<file path="config.mk">
export PLATFORM = sky130hd
export DESIGN_NAME = utf8_structural_filter_core
export DESIGN_NICKNAME = d
export VERILOG_FILES = /design/src/rtl/usf_pkg.sv /design/src/rtl/utf8_structural_filter_core.sv
export VERILOG_INCLUDE_DIRS = /design/src /design/src/rtl
export SDC_FILE = /design/constraint.sdc
export NUM_CORES = 1
export LEC_CHECK = 0
export ABC_AREA = 1
export ABC_CLOCK_PERIOD_IN_PS = 6300
export BUFFER_PORTS_ARGS = -buffer_cell sky130_fd_sc_hd__buf_2
export CORE_AREA = 2 2 78 80
export CTS_CLUSTER_DIAMETER = 150
export DETAILED_ROUTE_END_ITERATION = 7
export DIE_AREA = 0 0 80 82
export PLACE_DENSITY_LB_ADDON = 0.1
export SLEW_MARGIN = 0
export SYNTH_ARGS = -nofsm -noshare
export SYNTH_HDL_FRONTEND = slang
export SYNTH_SLANG_ARGS = --single-unit
</file>
<file path="constraint.sdc">
create_clock -name clk -period 6.3 [get_ports clk]
set_input_delay 1.26 -clock clk [delete_from_list [all_inputs] [get_ports clk]]
set_output_delay 1.26 -clock clk [all_outputs]
set_load 0.01 [all_outputs]
</file>
<file path="src/rtl/assert_macros.svh">
// Assertion macros used by the RTL of the UTF-8 structural filter.
// Expects signals clk and rst_n in the including scope.
`ifndef ASSERT_MACROS_SVH
`define ASSERT_MACROS_SVH

// Check that cond holds whenever trig holds.
`define ASSERT_SAME(label, trig, cond, msg) \
  label: assert property (@(posedge clk) disable iff (!rst_n) (trig) |-> (cond)) \
    else $error(msg);

// Check that cond holds in the cycle after trig.
`define ASSERT_NEXT(label, trig, cond, msg) \
  label: assert property (@(posedge clk) disable iff (!rst_n) (trig) |=> (cond)) \
    else $error(msg);

`endif

</file>
<file path="src/rtl/usf_pkg.sv">
// Package for the UTF-8 structural filter: byte range constants, lead
// classification and shared types. No dependencies.
package usf_pkg;

  localparam int unsigned MaxBurst = 4;
  localparam int unsigned CntW     = 3;

  localparam logic [7:0] AsciiEnd = 8'h80;
  localparam logic [7:0] ContLo   = 8'h80;
  localparam logic [7:0] ContHi   = 8'hBF;
  localparam logic [7:0] Lead2    = 8'hC0;
  localparam logic [7:0] Lead3    = 8'hE0;
  localparam logic [7:0] Lead4    = 8'hF0;
  localparam logic [7:0] LeadEnd  = 8'hF8;

  localparam logic OpData  = 1'b0;
  localparam logic OpFlush = 1'b1;

  typedef enum logic [2:0] {
    CLS_ASCII,
    CLS_STRAY,
    CLS_LEAD2,
    CLS_LEAD3,
    CLS_LEAD4
  } lead_cls_t;

  typedef logic [7:0] byte_t;
  typedef logic [CntW-1:0] cnt_t;

  function automatic lead_cls_t lead_class(input byte_t b);
    lead_cls_t c;
    if (b < AsciiEnd) begin
      c = CLS_ASCII;
    end else if (b < Lead2) begin
      c = CLS_STRAY;
    end else if (b < Lead3) begin
      c = CLS_LEAD2;
    end else if (b < Lead4) begin
      c = CLS_LEAD3;
    end else if (b < LeadEnd) begin
      c = CLS_LEAD4;
    end else begin
      c = CLS_STRAY;
    end
    return c;
  endfunction

  function automatic logic is_cont(input byte_t b);
    return (b >= ContLo) && (b <= ContHi);
  endfunction

endpackage

</file>
<file path="src/rtl/utf8_structural_filter_core.sv">
// Top level of the UTF-8 structural filter: sequence tracking and result buffer.
// Depends on usf_pkg and assert_macros.svh.
//
// Takes one byte word per cycle unless stalled, and passes on only structurally
// complete UTF-8 sequences; stray bytes and groups holding a non-continuation
// byte are dropped, and a flush word discards an open sequence. Each accepted
// word is decoded in the cycle it arrives and its results (0 to 4 bytes) load a
// result buffer that drains one byte per cycle while out_stall is low;
// out_last_of_run marks the final byte of a word. The input is stalled until
// the buffer holds at most its last byte being taken. Words that produce zero
// or one byte flow at one per cycle while out_stall is low.
`include "assert_macros.svh"

module utf8_structural_filter_core (
  input  logic       clk,
  input  logic       rst_n,
  input  logic       in_valid,
  output logic       in_stall,
  input  logic       in_op,
  input  logic [7:0] in_data_byte,
  output logic       out_valid,
  input  logic       out_stall,
  output logic [7:0] out_byte,
  output logic       out_last_of_run
);

  logic              seq_open_r, seq_open_nxt;
  logic [1:0]        seq_need_r, seq_need_nxt;
  logic [1:0]        seq_have_r, seq_have_nxt;
  logic              seq_bad_r,  seq_bad_nxt;
  usf_pkg::byte_t    seq_bytes_r [3];
  usf_pkg::byte_t    seq_bytes_nxt [3];

  usf_pkg::byte_t    buf_r   [usf_pkg::MaxBurst];
  usf_pkg::byte_t    buf_nxt [usf_pkg::MaxBurst];
  usf_pkg::cnt_t     cnt_r, cnt_nxt;

  usf_pkg::byte_t    burst [usf_pkg::MaxBurst];
  usf_pkg::cnt_t     burst_cnt;
  usf_pkg::lead_cls_t cls;
  logic              in_acc, out_acc;
  logic              bad_upd;
  logic [1:0]        have_inc;

  assign out_valid       = (cnt_r != '0);
  assign out_byte        = buf_r[0];
  assign out_last_of_run = (cnt_r == usf_pkg::cnt_t'(1));
  assign out_acc         = out_valid && !out_stall;
  assign in_stall        = (cnt_r > usf_pkg::cnt_t'(1)) ||
                           ((cnt_r == usf_pkg::cnt_t'(1)) && out_stall);
  assign in_acc          = in_valid && !in_stall;

  assign cls      = usf_pkg::lead_class(in_data_byte);
  assign bad_upd  = seq_bad_r || !usf_pkg::is_cont(in_data_byte);
  assign have_inc = seq_have_r + 2'd1;

  always_comb begin
    seq_open_nxt  = seq_open_r;
    seq_need_nxt  = seq_need_r;
    seq_have_nxt  = seq_have_r;
    seq_bad_nxt   = seq_bad_r;
    seq_bytes_nxt = seq_bytes_r;
    burst_cnt     = '0;
    for (int i = 0; i < usf_pkg::MaxBurst; i++) begin
      burst[i] = in_data_byte;
    end
    if (in_acc) begin
      if (in_op == usf_pkg::OpFlush) begin
        seq_open_nxt = 1'b0;
        seq_need_nxt = '0;
        seq_have_nxt = '0;
        seq_bad_nxt  = 1'b0;
      end else if (seq_open_r) begin
        if (have_inc >= seq_need_r) begin
          for (int i = 0; i < 3; i++) begin
            if (i < int'(seq_need_r)) begin
              burst[i] = seq_bytes_r[i];
            end
          end
          if (!bad_upd) begin
            burst_cnt = usf_pkg::cnt_t'(seq_need_r) + usf_pkg::cnt_t'(1);
          end
          seq_open_nxt = 1'b0;
          seq_need_nxt = '0;
          seq_have_nxt = '0;
          seq_bad_nxt  = 1'b0;
        end else begin
          seq_have_nxt = have_inc;
          seq_bad_nxt  = bad_upd;
          case (have_inc)
            2'd1:    seq_bytes_nxt[1] = in_data_byte;
            2'd2:    seq_bytes_nxt[2] = in_data_byte;
            default: seq_bytes_nxt[0] = seq_bytes_r[0];
          endcase
        end
      end else begin
        case (cls)
          usf_pkg::CLS_ASCII: begin
            burst_cnt = usf_pkg::cnt_t'(1);
          end
          usf_pkg::CLS_LEAD2, usf_pkg::CLS_LEAD3, usf_pkg::CLS_LEAD4: begin
            seq_open_nxt     = 1'b1;
            seq_have_nxt     = '0;
            seq_bad_nxt      = 1'b0;
            seq_bytes_nxt[0] = in_data_byte;
            seq_bytes_nxt[1] = '0;
            seq_bytes_nxt[2] = '0;
            if (cls == usf_pkg::CLS_LEAD2) begin
              seq_need_nxt = 2'd1;
            end else if (cls == usf_pkg::CLS_LEAD3) begin
              seq_need_nxt = 2'd2;
            end else begin
              seq_need_nxt = 2'd3;
            end
          end
          default: begin
            seq_open_nxt = seq_open_r;
          end
        endcase
      end
    end
  end

  always_comb begin
    buf_nxt = buf_r;
    cnt_nxt = cnt_r;
    if (in_acc) begin
      buf_nxt = burst;
      cnt_nxt = burst_cnt;
    end else if (out_acc) begin
      for (int i = 0; i < usf_pkg::MaxBurst - 1; i++) begin
        buf_nxt[i] = buf_r[i+1];
      end
      cnt_nxt = cnt_r - usf_pkg::cnt_t'(1);
    end
  end

  always_ff @(posedge clk) begin
    if (!rst_n) begin
      seq_open_r <= 1'b0;
      seq_need_r <= '0;
      seq_have_r <= '0;
      seq_bad_r  <= 1'b0;
      cnt_r      <= '0;
    end else begin
      seq_open_r <= seq_open_nxt;
      seq_need_r <= seq_need_nxt;
      seq_have_r <= seq_have_nxt;
      seq_bad_r  <= seq_bad_nxt;
      cnt_r      <= cnt_nxt;
    end
  end

  always_ff @(posedge clk) begin
    seq_bytes_r <= seq_bytes_nxt;
    buf_r       <= buf_nxt;
  end

  `ASSERT_SAME(a_closed_clean, !seq_open_r, (seq_have_r == 2'd0) && !seq_bad_r,
               "closed sequence holds stale state")
  `ASSERT_SAME(a_open_short, seq_open_r,
               (seq_have_r < seq_need_r) && (seq_need_r != 2'd0),
               "open sequence already full")
  `ASSERT_SAME(a_cnt_range, 1'b1, cnt_r <= usf_pkg::cnt_t'(usf_pkg::MaxBurst),
               "result buffer count out of range")
  `ASSERT_NEXT(a_drain_empty, out_acc && out_last_of_run && !in_acc, !out_valid,
               "result buffer not empty after last byte")

endmodule
</file>
Yosys cells after proc, flatten, opt, wreduce, memory -nomap -nowiden

Index checks and enable logic that the tools add are counted.

Register bits: 65
Input bits: 13
Word-level logic and storage cells: 102

Add/subtract/negate cells: 3
Order comparisons: 12
Equal/unequal tests: 10
Mux-type cells: 43
Bitwise operators: 2
Reduce and logical (&&, ||, !) cells: 20

Operator list:

| operator                                                       | count |
|---|---|
| two-way mux 24 bit                                             | 7 |
| less-than comparator 8 bit (second input constant)             | 5 |
| two-way mux 8 bit                                              | 5 |
| two-way mux 3 bit                                              | 11 |
| two-way mux 2 bit                                              | 9 |
| two-way mux 16 bit                                             | 1 |
| two-way mux 1 bit                                              | 10 |
| AND reduction 5 bit                                            | 2 |
| greater-or-equal comparator 8 bit (second input constant)      | 1 |
| <= comparator 8 bit (second input constant)                    | 1 |
| equality test 3 x 2 -> 1 bit (second input constant)           | 2 |
| nonzero test 3 bit                                             | 2 |
| logical AND 1 bit                                              | 4 |
| less-than comparator 1 x 2 -> 1 bit (first input constant)     | 2 |
| != test 2 x 1 -> 1 bit (second input constant)                 | 2 |
| AND reduction 4 bit                                            | 1 |
| nonzero test 2 bit                                             | 2 |
| adder 2 x 1 -> 3 bit (second input constant)                   | 1 |
| equality test 3 x 1 -> 1 bit (second input constant)           | 1 |
| equality test 3 bit (second input constant)                    | 1 |
| greater-than comparator 3 x 1 -> 1 bit (second input constant) | 1 |
| logical NOT 1 bit                                              | 3 |
| logical NOT 3 bit                                              | 1 |
| != test 3 x 2 -> 1 bit (second input constant)                 | 1 |
| 12 further kinds                                               | 14 |

Longest topological paths before layout

Gate-level depths: netlist of the first run.

Depth after elaboration: 12
Gate-level depth with buffers: 11
Depth with buffers taken out: 11

Worst setup path before layout of the first run

OpenSTA, ideal clock, no wires.

Path kind: input-to-output
Start: in out_stall
End: out in_stall
Arrival: 1.516 ns
Setup slack: 3.524 ns
Cell stages on the path: 2
Path buffers: 0
Cell sequence: a21oi_2 > nand2_2

Longest elaborated chain between the ends: 2

Ends and longest elaborated chain:

| item              | RTL line                          | text |
|---|---|---|
| from (decl)       | utf8_structural_filter_core.sv:22 | `input logic out_stall,` |
| logical AND 1 bit | utf8_structural_filter_core.sv:50 | `((cnt_r == usf_pkg::cnt_t'(1)) && out_stall);` |
| logical OR 1 bit  | utf8_structural_filter_core.sv:49 | `assign in_stall = (cnt_r > usf_pkg::cnt_t'(1)) \|\|` |
| to (decl)         | utf8_structural_filter_core.sv:18 | `output logic in_stall,` |

No other way between the ends.

Worst setup path in the final report of the first run

Same ends and word-level chain as after synthesis.

==> results of run 1 <==
logic make-up (layout without fill, tap and decap cells):
kind of cell	Yosys count	after routing
AOI/OAI and AO/OA	24	24
xor gates and xnor gates	1	1
adders and majority gates	9	9
buffers and inverters	75	98
DFF	65	65
and+or+nand+nor	193	193
state kept, by name, summed over array words and instances, names as in the netlist:
| register | count |
|---|---|
| seq_have_r | 2 |
| buf_r | 24 |
| seq_bad_r | 1 |
| cnt_r | 3 |
| out_byte | 8 |
| seq_need_r | 2 |
| seq_open_r | 1 |
| seq_bytes_r | 24 |
cell usage in the layout (no fill, tap or decap), drive strengths merged:
master  synthesis  layout
a21oi           8       8
a31oi           1       1
buf            17      24
clkbuf          0      13
clkinv          0       3
dfxtp           9       9
edfxtp         56      56
ha              9       9
inv            58      58
nand2         131     131
nand3          29      29
nor2           32      32
nor3            1       1
o211ai          8       8
o21ai           5       5
o21bai          2       2
xor2            1       1
area by class of cell:
cell class	instances	area, sq um
fillers	510	2135
flip-flops and latches	65	1862
multi-input cells	227	1141
inverters	58	217.7
clock buffers	13	158.9
repair buffers	24	122.6
well taps	75	93.84
clock inverters	3	15.01
worst paths after layout:
path,start,end,cells after the start
worst min-delay path,seq_have_r[1],seq_have_r[1],2
worst max register to register,seq_have_r[0],seq_bytes_r[13],8
worst min register to register,seq_have_r[1],seq_have_r[1],2
worst max-delay path,out_stall,in_stall,4
critical path, delay by kind of cell:
kind / cells / cell delay, ns
AND/OR/NAND/NOR: 1 / 0.11
AO/OA/AOI/OAI: 1 / 0.15
buffers and inverters: 2 / 0.26
routing by layer:
| layer | track usage | up-vias | routed length (microns) |
|---|---|---|---|
| li1 | - | 1195 | - |
| met1 | 0.2609 | 1025 | 2767 |
| met2 | 0.3325 | 47 | 2827 |
| met3 | 0.03297 | 7 | 244 |
| met4 | 0.09153 | 0 | 46 |
| met5 | 0 | - | 0 |
report_power, final:
part           internal [mW]  total, mW  switching [mW]
Combinational          0.155      0.490           0.335
Sequential             0.658      0.697          0.0397
Clock                  0.163      0.312           0.150
per-stage QoR:
stage,cell area (sq um),std cells
after floorplan,3339,367
after global placement,3437,449
after detailed placement,3437,449
after CTS,3611,465
after global routing,3611,465
final,3611,465
==> flow_metrics.tcl, run 1 <==
set metrics [dict create \
    finalWorstSetupSlack_ns 3.248 \
    numCtsBuffers 9 \
    num_rows 28 \
    synth_top_family_by_area "simple AND/OR/NAND/NOR gates" \
    syn_area_sq_mm 0.003339 \
    finalNetCount 407 \
    dp_worst_setup_slack_ns 3.155 \
    cp_slowest_cell "a21oi_2" \
    syn-num-nets 389 \
    worst_pin_slew_ns 0.9929 \
    slowest_delay_ns 0.15 \
    cp-end-kind "output pin" \
    grt_pass1_vias 2132 \
    cts_tree "done" \
    synth-compound-area-share 0.04608 \
    yosysMostFrequentCell "nand2_1" \
    post-route-util 0.6285 \
    yosysTopAreaCell "edfxtp_1" \
    clock-root-buffer "clkbuf_8" \
    netlist_instances 367 \
    coreArea_sq_mm 0.005746 \
    synthMuxAreaShare 0 \
    start_util 0.5812 \
    numClockSinks 65 \
    cts-htree-levels 3 \
    cap_violations 0 \
    cts_hold_buf 0 \
    diodes 0 \
    synth-adder-area-share 0.03372 \
    detail_route.vias_per_cell 4.890 \
    cts_resized 0 \
    drive_above_1_share 0.1487 \
    ys.flop_type "edfxtp_1" \
    critPathMaxFanout 2 \
    status "finished clean" \
    place_hpwl_microns 4054 \
    die_y_microns 82 \
    port_buffers 23 \
    seq_area_frac_synth 0.5575 \
    syn2layout_area_growth_pct 8.130 \
    clk_pin_slew_ns 0.07 \
    power_density_mw_per_mm2 415.3 \
    hold_slack_ns 0.4699 \
    finalHoldViolations 0 \
    synth_cell_types 28 \
    drc 0 \
    final-setup-viol-count 0 \
    track_usage 0.2007 \
    dieArea_sq_mm 0.006560 \
    drv_slew 0 \
    clockBufferDepth 2 \
    worst_skew_pair.late_latency_ns 0.34 \
    routed_wl_microns 5886 \
    grt_pass1_wl_microns 9853 \
    ff2ff_setup_slack_ns 3.75 \
    crit_required_ns 5.04 \
    synth-edff-count 56 \
    pin_count 24 \
    rsz0062_at_grt "false" \
    drt_iter0_drc 174 \
    wl_per_cell_microns 12.66 \
    yosysWarningCount 0 \
    post-cts-setup-buffers 0 \
    p_total_mw 1.500 \
    dieWidth_microns 80 \
    leakagePower_nw 1.721 \
    cp-start-kind "input pin" \
    antenna_found_initial 0 \
    synth_top_area_share 0.5036 \
    min_path_type "reg2reg" \
    crit_chain "buf_2 -> a21oi_2 -> nand2_2 -> buf_2" \
    synthSimpleGateAreaFrac 0.2593 \
    firstDrtPassIters 4 \
    synth-xor-area-share 0.002623 \
    synth-async-reset-ratio 0 \
    yosys-top-cells-area "edfxtp_1 50%, nand2_1 14%, inv_1 6.0%" \
    max_freq_mhz 327.7 \
    slew-limit-headroom 0.3365 \
    fin_setup_tns_ns 0 \
    irDropWorstVdd_uv 309.7 \
    synth_commonest_cells "127 x nand2_1, 56 x edfxtp_1, 53 x inv_1" \
    grt_max_degree 39 \
    synth_area_per_cell_sq_um 9.099 \
    clock_skew_ns 0.005174 \
    ys_seq_elements 65 \
    critical_path_arrival_ns 1.79 \
    gp_congestion 0.8206 \
    grt.overflow.total 0 \
    ant_nets 0 \
    cp_common_cell "buf_2" \
    path_class "in2out" \
    vias 2274 \
    fin_crit_ns 3.052 \
    fin_crit_sh 0.4844 \
]
Power figures use the tool's default switching activity.
==> inputs of run 2 (changes only) <==
- ABC_CLOCK_PERIOD_IN_PS: 6300 -> 2600
- CORE_AREA: 2 2 78 80 -> 2 2 82 84
- DIE_AREA: 0 0 80 82 -> 0 0 84 86
- clock period: 6.3 -> 2.6 ns (I/O delays scaled with it)
==> run 2 against run 1 <==
Compared with the run above: total power rose by 150%; global-route usage fell by 0.12 points; first-iteration DRC count fell by 7.5%; critical path type is now reg2reg.
==> flow_metrics.tcl, run 2 (synthesized netlist as in run 1, its figures left out) <==
set metrics [dict create \
    clk_pin_slew_ns 0.07 \
    place_area_sq_mm 0.003485 \
    syn2layout_area_growth_pct 9.891 \
    grt_pass1_wl_microns 10840 \
    status "finished clean" \
    cp-end-kind "flip-flop" \
    worstReg2RegStart "seq_have_r[0]" \
    critPathMaxFanout 8 \
    cp-start-kind "flip-flop" \
    slew-limit-headroom 0.6434 \
    post-cts-setup-buffers 0 \
    finalHoldViolations 0 \
    final_cells 473 \
    rsz0062_at_grt "false" \
    clock-root-buffer "clkbuf_8" \
    worst_pin_slew_ns 0.5348 \
    dieArea_sq_mm 0.007224 \
    routed_wl_microns 6460 \
    worst_skew_pair.late_latency_ns 0.33 \
    drive_above_1_share 0.1616 \
    diodes 0 \
    path_class "reg2reg" \
    min_path_type "in2reg" \
    cts_resized 0 \
    clockBufferDepth 2 \
    max_freq_mhz 446.6 \
    cap_violations 0 \
    pin_count 24 \
    vias 2297 \
    final-setup-viol-count 0 \
    numCtsBuffers 9 \
    port_buffers 23 \
    grt_pass1_vias 2188 \
    start_util 0.5320 \
    fin_crit_sh 0.8612 \
    crit_required_ns 2.64 \
    irDropWorstVdd_uv 1045 \
    finalNetCount 413 \
    post-route-util 0.5846 \
    fin_setup_tns_ns 0 \
    leakagePower_nw 1.757 \
    power_density_mw_per_mm2 1022 \
    ff2ff_setup_slack_ns 0.36 \
    die_y_microns 86 \
    ant_nets 0 \
    num_rows 29 \
    hp-start "in_data_byte[1]" \
    place_hpwl_microns 4450 \
    detail_route.vias_per_cell 4.856 \
    fin_crit_ns 2.239 \
    drv_slew 0 \
    nFillCells 565 \
    coreArea_sq_mm 0.006277 \
    firstDrtPassIters 5 \
    drc 0 \
    cts_hold_buf 0 \
    drt_iter0_drc 161 \
    cts-htree-levels 3 \
    dieWidth_microns 84 \
    grt.overflow.total 0 \
    antenna_found_initial 0 \
    track_usage 0.1995 \
    grt_max_degree 36 \
    final_common_cell "nand2_1" \
    final_cell_mix "127 x nand2_1, 56 x edfxtp_1, 53 x inv_1, 27 x nand3_1, 26 x nor2_1" \
    dp_cells 457 \
    p_total_mw 3.749 \
    wl_per_cell_microns 13.66 \
    cts_tree "done" \
    clock_skew_ns 0.007661 \
    numClockSinks 65 \
    gp_congestion 0.8140 \
    startpoint "seq_have_r[0]" \
    postLayoutCellArea_sq_mm 0.003670 \
    critical_path_arrival_ns 2.28 \
]
## run 2: cell types whose count changed in the layout (fill, tap and decap cells not counted)
cell,delta
buf_4,+6
clkbuf_1,-2
clkbuf_8,-2
clkinv_1,+2
bufinv_16,+1
clkinv_4,+1
## run 2: path summary, 6_finish.rpt
| path | cells after the start | to |
|---|---|---|
| worst max-delay path | 9 | seq_bytes_r[6] |
| worst min register to register | 2 | seq_have_r[1] |
| worst max register to register | 9 | seq_bytes_r[6] |
| worst min-delay path | 1 | buf_r[1] |
## run 2: area by class of cell
cell class,count,area (sq um),area share
Sequential cell,65,1862,0.5073
Multi-Input combinational cell,227,1141,0.3109
Inverter,58,217.7,0.05932
Timing Repair Buffer,30,167.7,0.04569
Clock buffer,9,123.9,0.03375
Tap cell,77,96.34,0.02625
Clock inverter,7,61.31,0.01671
## run 2: power breakdown
part | internal [mW] | switching, mW | leakage (nW)
Sequential | 1.59 | 0.0943 | 0.608
Clock | 0.433 | 0.384 | 0.0978
Combinational | 0.406 | 0.847 | 1.05
Total | 2.42 | 1.32 | 1.76
## run 2: stage by stage
| step | setup slack [ns] | hold slack (ns) |
|---|---|---|
| after floorplan | 0.3571 | 0.4391 |
| after global placement | 0.4720 | 0.4542 |
| after detailed placement | 0.3834 | 0.4594 |
| after CTS | 0.3597 | 0.3790 |
| after global routing | 0.1726 | 0.3802 |
| final | 0.3608 | 0.3906 |
## run 2: metal layers
layer | part of all wire | GRT usage | vias up
met4 | 0.0087 | 0.08798 | 0
li1 | - | - | 1210
met3 | 0.047 | 0.03561 | 4
met5 | 0 | 0 | -
met2 | 0.45 | 0.2960 | 52
met1 | 0.49 | 0.2889 | 1031
## run 2: critical path, stage by stage, from the launching register on
cell     delay [ns]
dfxtp_1        0.40
inv_1          0.06
ha_1           0.31
ha_1           0.32
nand2_1        0.10
nand3_2        0.16
o21ai_0        0.18
nand2_1        0.11
nor2_1         0.11
buf_4          0.19
